<file path="config.mk">
export PLATFORM = sky130hd
export DESIGN_NAME = xs256_fifo
export DESIGN_NICKNAME = d
export VERILOG_FILES = /design/src/rtl/xs256_fifo.sv
export SDC_FILE = /design/constraint.sdc
export NUM_CORES = 1
export LEC_CHECK = 0
export ABC_AREA = 1
export BUFFER_PORTS_ARGS = -buffer_cell sky130_fd_sc_hd__buf_2
export CORE_MARGIN = 2
export CORE_UTILIZATION = 30
export DETAILED_ROUTE_END_ITERATION = 16
export PLACE_DENSITY_LB_ADDON = 0.05
export SLEW_MARGIN = 10
export SYNTH_ARGS = -nofsm -noshare
export SYNTH_HDL_FRONTEND = slang
export SYNTH_SLANG_ARGS = --single-unit
</file>
<file path="constraint.sdc">
create_clock -name clk_i -period 1.3 [get_ports clk_i]
set_input_delay 0.13 -clock clk_i [delete_from_list [all_inputs] [get_ports clk_i]]
set_output_delay 0.13 -clock clk_i [all_outputs]
set_load 0.005 [all_outputs]
</file>
<file path="src/rtl/xs256_fifo.sv">
// Small first-in first-out queue of packed beats.
module xs256_fifo #(
  parameter int unsigned Width = 8,
  parameter int unsigned Depth = 2
) (
  input  logic             clk_i,
  input  logic             rst_ni,
  input  logic             push_i,
  input  logic [Width-1:0] data_i,
  output logic             full_o,
  input  logic             pop_i,
  output logic [Width-1:0] data_o,
  output logic             empty_o
);

  localparam int unsigned PtrW = $clog2(Depth);
  localparam int unsigned CntW = $clog2(Depth + 1);

  logic [Width-1:0] mem_q [Depth];
  logic [PtrW-1:0] wr_ptr_q, rd_ptr_q;
  logic [CntW-1:0] cnt_q;
  logic push_ok, pop_ok;

  assign full_o = (cnt_q == CntW'(Depth));
  assign empty_o = (cnt_q == '0);
  assign push_ok = push_i && !full_o;
  assign pop_ok = pop_i && !empty_o;
  assign data_o = mem_q[rd_ptr_q];

  always_ff @(posedge clk_i or negedge rst_ni) begin
    if (!rst_ni) begin
      wr_ptr_q <= '0;
      rd_ptr_q <= '0;
      cnt_q <= '0;
    end else begin
      if (push_ok) begin
        wr_ptr_q <= (wr_ptr_q == PtrW'(Depth - 1)) ? '0 : wr_ptr_q + 1'b1;
      end
      if (pop_ok) begin
        rd_ptr_q <= (rd_ptr_q == PtrW'(Depth - 1)) ? '0 : rd_ptr_q + 1'b1;
      end
      if (push_ok && !pop_ok) begin
        cnt_q <= cnt_q + 1'b1;
      end else if (pop_ok && !push_ok) begin
        cnt_q <= cnt_q - 1'b1;
      end
    end
  end

  always_ff @(posedge clk_i) begin
    if (push_ok) begin
      mem_q[wr_ptr_q] <= data_i;
    end
  end

endmodule

</file>
==> impl_metrics.tcl <==
set metrics [dict create \
    status "complete, no violations" \
    core_area_um2 2520 \
    io_pins 22 \
    fin_cells 139 \
    end_kind "primary output" \
    cts_sinks 20 \
    clock_latency_ns 0.30 \
    grt_usage_pct 10.2 \
    portBuffers 21 \
    timing.hold.ws_ns 0.0156 \
    dr.pass1.iters 2 \
    finalCritPeriodShare_pct 99.8 \
    yosysUniqueCellTypes 14 \
    yosysMostFrequentCell "nand2_1" \
    yosys.area.top_type "edfxtp_1" \
    die_h_um 55.9 \
    yosys-top-cells-count "33 x nand2_1, 16 x edfxtp_1, 7 x inv_1" \
    finalClockSkew_ns 0.00342 \
    crit_family "flip-flops" \
    power_w 0.00261 \
    start_kind "flop" \
    synthSimpleGateAreaFrac_pct 20.1 \
    synthTopCellsByArea "edfxtp_1 59%, nand2_1 15%, dfrtp_1 12%, inv_1 3.2%, ha_1 1.5%" \
    maxCapViolCount 0 \
    tightestPinTransition_ns 0.245 \
    root_buffer "clkbuf_4" \
    htreeDepth 1 \
    grt_pass1_vias 562 \
    avgViaCountPerCell 4.33 \
    hold_depth 1 \
    n_antenna_cell 0 \
    rows 18 \
    die_w_um 55.9 \
    critPathRequiredTime_ns 1.17 \
    yosysTopAreaCellShare_pct 59.4 \
    path_cells "buf_12, nand2_1, nand2_1, buf_2" \
    crit_cells 4 \
    syn_to_final_growth_pct 44.4 \
    reg2reg_depth 8 \
    dieArea_um2 3130 \
    antenna_left 0 \
    fin_nets 123 \
    cts_made_buffers 3 \
    tritoncts "done" \
    crit_buf_inv 2 \
    crit_arrival_ns 1.17 \
    drc_errors 0 \
    p_leak_nw 0.538 \
    finalSetupViolCount 0 \
    syn_inst 73 \
    synthMuxAreaShare_pct 0 \
    cpMostUsedCell "nand2_1" \
    hold_class "in2reg" \
    ys_ff_latch 20 \
    critPathMaxFanout 4 \
    ir_drop_mv 1.29 \
    layout-drive-gt1-share_pct 47.7 \
    synthXorXnorAreaFrac_pct 1.08 \
    slew_headroom_pct 83.6 \
    drv_slew 0 \
    clk_path_buf_depth 2 \
    grt_pass1_wl_um 2440 \
    post_drt_wl_per_cell_um 10.9 \
    async_reset_ff_share_pct 20.0 \
    synth_compound_area_share_pct 1.24 \
    gp_congestion 0.709 \
    clkSlewWorstSetupHoldPaths_ns 0.11 \
    grt_overflow 0 \
    ys_seq_area_share_pct 71.7 \
    antenna_found_initial 0 \
    start_util_pct 32.1 \
    max_stage_delay_ns 0.49 \
    place_ws_ns -0.00430 \
    cpMaxStageDelayCell "dfrtp_2" \
    drt_wl_total_um 1520 \
    drtIter0Drc 23 \
    ys_warn_count 0 \
    n_fill_cell 256 \
    synth.avg_cell_area_um2 11.1 \
    mappedNetlistArea_um2 810 \
    crit_type "reg2out" \
    grt_max_degree 13 \
    timing.final.ws_setup_ns 0.00279 \
    period_minus_slack_ns 1.30 \
    fin_util_pct 46.3 \
    clock.fmax_mhz 771 \
    rsz0062_at_grt "true" \
    p_per_area_nw_per_um2 2230 \
    placed_cells 130 \
    hold_viol 0 \
    yosys_most_used_dff "edfxtp_1" \
    dr_total_vias 602 \
    synthAdderAreaFrac_pct 1.55 \
    synth_top_family_by_area "simple AND/OR/NAND/NOR gates" \
    synth_nets 86 \
    synth-edff-count 16 \
]
==> report_power, final <==
group | total [W] | switching (W) | internal, W
clock | 0.000497 | 0.000186 | 0.000311
sequential | 0.00102 | 0.000126 | 0.000896
combinational | 0.00109 | 0.000541 | 0.000549
==> placed cells by master (no fill, tap or decap), types with 2 or more instances in the layout <==
cell type	netlist	routed
nand2_2	0	6
inv_2	1	2
inv_1	7	5
nand2_1	33	27
buf_4	0	7
buf_6	0	2
nor2_2	2	2
edfxtp_1	16	16
dlygate4sd3_1	0	2
nor2_4	0	2
dfrtp_1	4	2
buf_2	1	21
clkbuf_4	0	3
dfrtp_2	0	2
==> path summary, 6_finish.rpt <==
path,startpoint,end,slack (ns)
min in group asynchronous,rst_ni,rd_ptr_q,0.16
max in group asynchronous,rst_ni,cnt_q[0],1.00
max reg2reg,cnt_q[1],cnt_q[1],0.05
max,rd_ptr_q,data_o[1],0.003
min reg2reg,wr_ptr_q,wr_ptr_q,0.51
min,data_i[2],mem_q[0][2],0.02
==> worst reg2reg max path, stage by stage (launching register included) <==
cell and delay [ns]:
dfrtp_1 0.43, inv_2 0.10, nor2_4 0.05, nor2_4 0.12
ha_4 0.22, inv_1 0.06, nand3_1 0.07, nand2_1 0.05
nand2_1 0.04
==> stage by stage <==
stage	TNS, ns	instance area, um^2
after floorplan	0	812
after global placement	0	1000
after detailed placement	-0.00430	1000
after CTS	-0.00859	1100
after global routing	-0.344	1170
final	0	1170
==> logic make-up (layout without fill, tap and decap cells) <==
logic type / count (synthesis) / count (layout)
AO/OA/AOI/OAI: 2 / 2
XOR/XNOR: 1 / 1
adder cells (fa/ha/maj): 1 / 1
buffers and inverters: 9 / 45
flip-flops: 20 / 20
AND/OR/NAND/NOR: 40 / 40
==> registers in the layout, indices dropped and copies added (netlist names) <==
register / cells
wr_ptr_q: 1
mem_q: 16
cnt_q: 2
rd_ptr_q: 1
==> layer usage <==
layer  GRT usage (%)  routed length (um)
met1            12.6                 657
met3            2.33                  66
met5               0                   0
met4            5.10                  14
met2            16.7                 781
==> area by class of cell <==
class	instances	area, um^2	share of cell area, %
Timing Repair Buffer	33	220	18.8
Multi-Input combinational cell	44	240	20.6
Inverter	8	35.0	3.00
Tap cell	30	37.5	3.21
Clock inverter	1	30.0	2.57
Sequential cell	20	583	49.9
Clock buffer	3	22.5	1.93
==> what timing repair did <==
action,in CTS,in global routing
cloned,0,0
buffers inserted,2,1
endpoints found under the hold margin,4,2
hold buffers,1,1
gates resized for setup,5,16
setup endpoints to repair,9,18
pin swaps,0,6
No activity file was read; power rests on OpenSTA's default activity.
