--- src/rtl/xs256_pkg.sv ---
// Shared types, constants and helpers for the xoshiro256** generator.
package xs256_pkg;

  localparam int unsigned DATA_W = 64;
  localparam int unsigned HALF_W = DATA_W / 2;
  localparam int unsigned NUM_WORDS = 4;
  localparam int unsigned WORD_IDX_W = $clog2(NUM_WORDS);

  localparam logic [1:0] OP_RESEED = 2'd0;
  localparam logic [1:0] OP_RAW = 2'd1;
  localparam logic [1:0] OP_BOUNDED = 2'd2;
  localparam logic [1:0] OP_FRACTION = 2'd3;

  localparam logic [DATA_W-1:0] GOLDEN_STEP = 64'h9E37_79B9_7F4A_7C15;
  localparam logic [DATA_W-1:0] MIX_MUL_A = 64'hBF58_476D_1CE4_E5B9;
  localparam logic [DATA_W-1:0] MIX_MUL_B = 64'h94D0_49BB_1331_11EB;

  localparam int unsigned MIX_SHIFT_A = 30;
  localparam int unsigned MIX_SHIFT_B = 27;
  localparam int unsigned MIX_SHIFT_C = 31;
  localparam int unsigned XO_SHIFT = 17;
  localparam int unsigned XO_ROT = 45;
  localparam int unsigned OUT_ROT = 7;
  localparam int unsigned FRAC_SHIFT = 11;

  typedef struct packed {
    logic [1:0] opcode;
    logic [DATA_W-1:0] bound;
  } xs256_req_t;

  typedef struct packed {
    logic [DATA_W-1:0] random_value;
    logic bad_bound;
  } xs256_rsp_t;

  typedef enum logic [2:0] {
    CmdReseed,
    CmdRaw,
    CmdBounded,
    CmdFrac,
    CmdBadBound
  } cmd_kind_e;

  typedef struct packed {
    cmd_kind_e kind;
    logic [DATA_W-1:0] bound;
  } xs256_cmd_t;

  function automatic logic [DATA_W-1:0] rotl64(input logic [DATA_W-1:0] x,
                                               input int unsigned k);
    return (x << k) | (x >> (DATA_W - k));
  endfunction

endpackage

--- src/rtl/xs256_fifo.sv ---
// Small first-in first-out queue of packed beats.
module xs256_fifo #(
  parameter int unsigned Width = 8,
  parameter int unsigned Depth = 2
) (
  input  logic             clk_i,
  input  logic             rst_ni,
  input  logic             push_i,
  input  logic [Width-1:0] data_i,
  output logic             full_o,
  input  logic             pop_i,
  output logic [Width-1:0] data_o,
  output logic             empty_o
);

  localparam int unsigned PtrW = $clog2(Depth);
  localparam int unsigned CntW = $clog2(Depth + 1);

  logic [Width-1:0] mem_q [Depth];
  logic [PtrW-1:0] wr_ptr_q, rd_ptr_q;
  logic [CntW-1:0] cnt_q;
  logic push_ok, pop_ok;

  assign full_o = (cnt_q == CntW'(Depth));
  assign empty_o = (cnt_q == '0);
  assign push_ok = push_i && !full_o;
  assign pop_ok = pop_i && !empty_o;
  assign data_o = mem_q[rd_ptr_q];

  always_ff @(posedge clk_i or negedge rst_ni) begin
    if (!rst_ni) begin
      wr_ptr_q <= '0;
      rd_ptr_q <= '0;
      cnt_q <= '0;
    end else begin
      if (push_ok) begin
        wr_ptr_q <= (wr_ptr_q == PtrW'(Depth - 1)) ? '0 : wr_ptr_q + 1'b1;
      end
      if (pop_ok) begin
        rd_ptr_q <= (rd_ptr_q == PtrW'(Depth - 1)) ? '0 : rd_ptr_q + 1'b1;
      end
      if (push_ok && !pop_ok) begin
        cnt_q <= cnt_q + 1'b1;
      end else if (pop_ok && !push_ok) begin
        cnt_q <= cnt_q - 1'b1;
      end
    end
  end

  always_ff @(posedge clk_i) begin
    if (push_ok) begin
      mem_q[wr_ptr_q] <= data_i;
    end
  end

endmodule

--- src/rtl/xs256_front.sv ---
// Front end: accepts requests, classifies them and queues the commands.
module xs256_front
  import xs256_pkg::*;
#(
  parameter int unsigned Depth = 2
) (
  input  logic       clk_i,
  input  logic       rst_ni,
  input  logic       push_i,
  input  xs256_req_t req_i,
  output logic       full_o,
  input  logic       cmd_pop_i,
  output xs256_cmd_t cmd_o,
  output logic       cmd_empty_o
);

  xs256_cmd_t cmd_in;
  logic [$bits(xs256_cmd_t)-1:0] cmd_bits;

  always_comb begin
    cmd_in.bound = req_i.bound;
    case (req_i.opcode)
      OP_RESEED: cmd_in.kind = CmdReseed;
      OP_RAW: cmd_in.kind = CmdRaw;
      OP_BOUNDED: cmd_in.kind = (req_i.bound == '0) ? CmdBadBound : CmdBounded;
      OP_FRACTION: cmd_in.kind = CmdFrac;
      default: cmd_in.kind = CmdRaw;
    endcase
  end

  xs256_fifo #(
    .Width($bits(xs256_cmd_t)),
    .Depth(Depth)
  ) u_cmd_fifo (
    .clk_i  (clk_i),
    .rst_ni (rst_ni),
    .push_i (push_i),
    .data_i (cmd_in),
    .full_o (full_o),
    .pop_i  (cmd_pop_i),
    .data_o (cmd_bits),
    .empty_o(cmd_empty_o)
  );

  assign cmd_o = xs256_cmd_t'(cmd_bits);

endmodule

--- config.mk ---
export PLATFORM = sky130hd
export DESIGN_NAME = xs256_front
export DESIGN_NICKNAME = d
export VERILOG_FILES = /design/src/rtl/xs256_pkg.sv /design/src/rtl/xs256_fifo.sv /design/src/rtl/xs256_front.sv
export SDC_FILE = /design/constraint.sdc
export NUM_CORES = 1
export LEC_CHECK = 0
export BUFFER_PORTS_ARGS = -buffer_cell sky130_fd_sc_hd__buf_2
export CAP_MARGIN = 20
export CORE_MARGIN = 3
export CORE_UTILIZATION = 56
export DETAILED_ROUTE_END_ITERATION = 6
export PLACE_DENSITY = 0.82
export SKIP_LAST_GASP = 1
export SLEW_MARGIN = 20
export SYNTH_ARGS = -nofsm -noshare
export SYNTH_HDL_FRONTEND = slang
export SYNTH_SLANG_ARGS = --single-unit
--- constraint.sdc ---
create_clock -name clk_i -period 8.9 [get_ports clk_i]
set_input_delay 0.89 -clock clk_i [delete_from_list [all_inputs] [get_ports clk_i]]
set_output_delay 0.89 -clock clk_i [all_outputs]
set_load 0.02 [all_outputs]
==> summary.txt <==
Drt
  – Final WL: 9.70 mm
  – 1st-pass router iterations: 5
  – Routed Antenna Nets: 0
  – DR vias/cell: 5.35
  – WL/cell: 18.4 microns
  – DR vias: 2815
  – Drt initial violations: 165
  – Remaining DRCs: 0

STA
  – Slew Limit Fails: 0
  – FMAX: 0.315 GHz
  – Rel. slew slack: 38.6%
  – Least-Margin Pin Slew: 919 ps
  – Final hold vios: 0
  – RSZ-0062 raised after global routing: false
  – Skew final: 4.91 ps
  – Tcrit/Tclk final: 35.6%
  – Fin crit period: 3170 ps
  – Post-Route Setup TNS: 0 ps
  – Endpoints failing setup: 0

Layout
  – Fin area: 0.00653 sq mm
  – Area Overhead vs Synth: 26.2%
  – Nets@finish: 476
  – Non-Filler Instances: 526
  – Layout cells sized above 1: 57.9%
  – # diodes: 0

Synthesis
  – Synthesis-stage register bit count: 138
  – Leading area contributor after synthesis: edfxtp_1
  – Most numerous cell in the Yosys netlist: edfxtp_1
  – Number of synthesized flops with an enable pin: 134
  – Synth async-reset ratio: 2.90%
  – Syn Std Cell Area: 0.00518 sq mm
  – Cell count after synthesis: 254
  – Post-synth top cells: edfxtp_1, mux2_2, nor4_1
  – Syn Nets: 325
  – Library cells used by synthesis: 21
  – Main synth FF type: edfxtp_1
  – Synthesis warning total: 0
  – Syn Area/Cell: 20.4 sq um
  – Top cells by area, synth: edfxtp_1, mux2_2, dfrtp_1
  – Post-synth top area share: 77.7%
  – Register area share after synthesis: 79.7%

Job
  – Max Cap Viol: 0

Global route
  – Total GRT Usage: 19.1%
  – Vias in the first global route: 2912
  – GRT Residual Overflow: 0
  – Global-route wire length before repair: 14.9 mm
  – Initial antenna violation count: 0
  – Largest net degree at the start of global routing: 68

Critical path
  – CP startpoint kind: flip-flop
  – Critical Path RT: 8010 ps
  – Max Fanout on Critical Path: 59
  – Critical path arrival: 2280 ps
  – Crit. End Element: output pin
  – CP Class: flip-flop to output pin

CTS
  – Worst-Skew Late Latency: 500 ps
  – # clock sinks: 138
  – Postcts setup bufs: 0
  – Maximum clock path buffer count: 2
  – Total CTS buffers: 17
  – CTS clk-pin slew, worst paths: 60 ps
  – Post_cts resized: 0
  – # hold bufs at CTS: 0
  – CTS tree: done
  – Clock root buffer master: clkbuf_8
  – H-tree levels: 4

Min path
  – Hold/Removal Path Class: input pin to async pin

Placement
  – Port Buffers: 138
  – Post-DP Area: 0.00599 sq mm
  – Gpl congestion: 0.730
  – Placed cell count: 494
  – DP HPWL: 6.40 mm

Floorplanning
  – Die Area: 0.0104 sq mm
  – Die H: 102 microns
  – Initial core utilization: 58.5%
  – Row cnt: 34
  – Ports: 139
  – Die W: 102 microns
  – Core Region: 0.00885 sq mm

Pwr
  – Leak: 2.44 nW
  – Tot Pwr: 2.27 mW
  – Peak VDD IR: 235 uV
  – Pwr Density: 348 mW/mm^2

Outcome
  – Status: complete, no violations
-- worst paths after layout --
check	startpoint	endpoint	slack (ps)	cells past startpoint
setup / recovery	u_cmd_fifo.rd_ptr_q$_DFFE_PN0P_	cmd_o[26]	5730	3
hold / removal	rst_ni	u_cmd_fifo.cnt_q[0]$_DFFE_PN0P_	190	1
setup reg to reg	u_cmd_fifo.cnt_q[0]$_DFFE_PN0P_	u_cmd_fifo.mem_q[0][44]$_DFFE_PP_	6510	4
hold reg to reg	u_cmd_fifo.cnt_q[1]$_DFFE_PN0P_	u_cmd_fifo.cnt_q[1]$_DFFE_PN0P_	540	1
max in group asynchronous	rst_ni	u_cmd_fifo.rd_ptr_q$_DFFE_PN0P_	8580	1
min in group clk_i	u_cmd_fifo.cnt_q[1]$_DFFE_PN0P_	u_cmd_fifo.cnt_q[1]$_DFFE_PN0P_	540	1
-- worst max-delay path, stage by stage (launching register included) --
cell	delay, ps
dfrtp_2	500
buf_4	670
mux2_2	420
buf_2	160
-- per-stage QoR --
step / hold WS, ps / utilization [%] / worst slack [ps]
2_1_floorplan: 461 / - / 4630
6_report: 188 / 73.8 / 5730
3_5_place_dp: 537 / 67.7 / 6090
4_1_cts: 162 / 73.8 / 5690
5_1_grt: 163 / 73.8 / 5610
3_3_place_gp: 497 / 67.7 / 6140
-- sequential cells by signal (all words and copies together), names as in the netlist --
| name | cells |
|---|---|
| u_cmd_fifo.cnt_q | 2 |
| u_cmd_fifo.mem_q | 134 |
| u_cmd_fifo.rd_ptr_q | 1 |
| u_cmd_fifo.wr_ptr_q | 1 |
-- routing by layer --
| metal | GRT usage, % | wire length, microns | part of all wire, % |
|---|---|---|---|
| met1 | 23.3 | 3990 | 41 |
| met2 | 31.5 | 4880 | 50 |
| met3 | 8.26 | 777 | 8.0 |
| met4 | 5.35 | 48 | 0.50 |
| met5 | 0 | 0 | 0 |
-- power breakdown --
part	switching [mW]	internal (mW)	total [mW]
Clock	0.259	0.372	0.631
Combinational	0.436	0.272	0.707
Sequential	0.0446	0.891	0.936
-- layout by cell type (no fill, tap or decap), types with 2 or more instances in the layout --
cell type,instances
nand4_1,3
clkbuf_1,2
buf_2,138
mux2_2,67
inv_6,3
clkbuf_16,16
xnor2_1,3
clkinv_2,2
buf_4,3
xor2_1,2
edfxtp_1,134
nor4_1,15
nor2_1,3
inv_1,3
dfrtp_1,3
clkinvlp_4,6
-- cells by family (layout without fill, tap and decap cells) --
group / count (synthesis) / count (layout) / synth area share, %
DFF: 138 / 138 / 79.7
muxes: 67 / 67 / 14.6
and+or+nand+nor: 29 / 29 / 3.38
buffers and inverters: 12 / 176 / 1.06
xor gates and xnor gates: 5 / 5 / 0.846
AOI/OAI and AO/OA: 2 / 2 / 0.218
adders and majority gates: 1 / 1 / 0.242
-- layout make-up --
| type | count | area (sq um) |
|---|---|---|
| flip-flops and latches | 138 | 4130 |
| fillers | 560 | 2320 |
| multi-input cells | 104 | 1010 |
| repair buffers | 141 | 713 |
| clock buffers | 19 | 422 |
| well taps | 108 | 135 |
| clock inverters | 13 | 120 |
| inverters | 3 | 11.3 |
No activity file was read; power rests on OpenSTA's default activity.
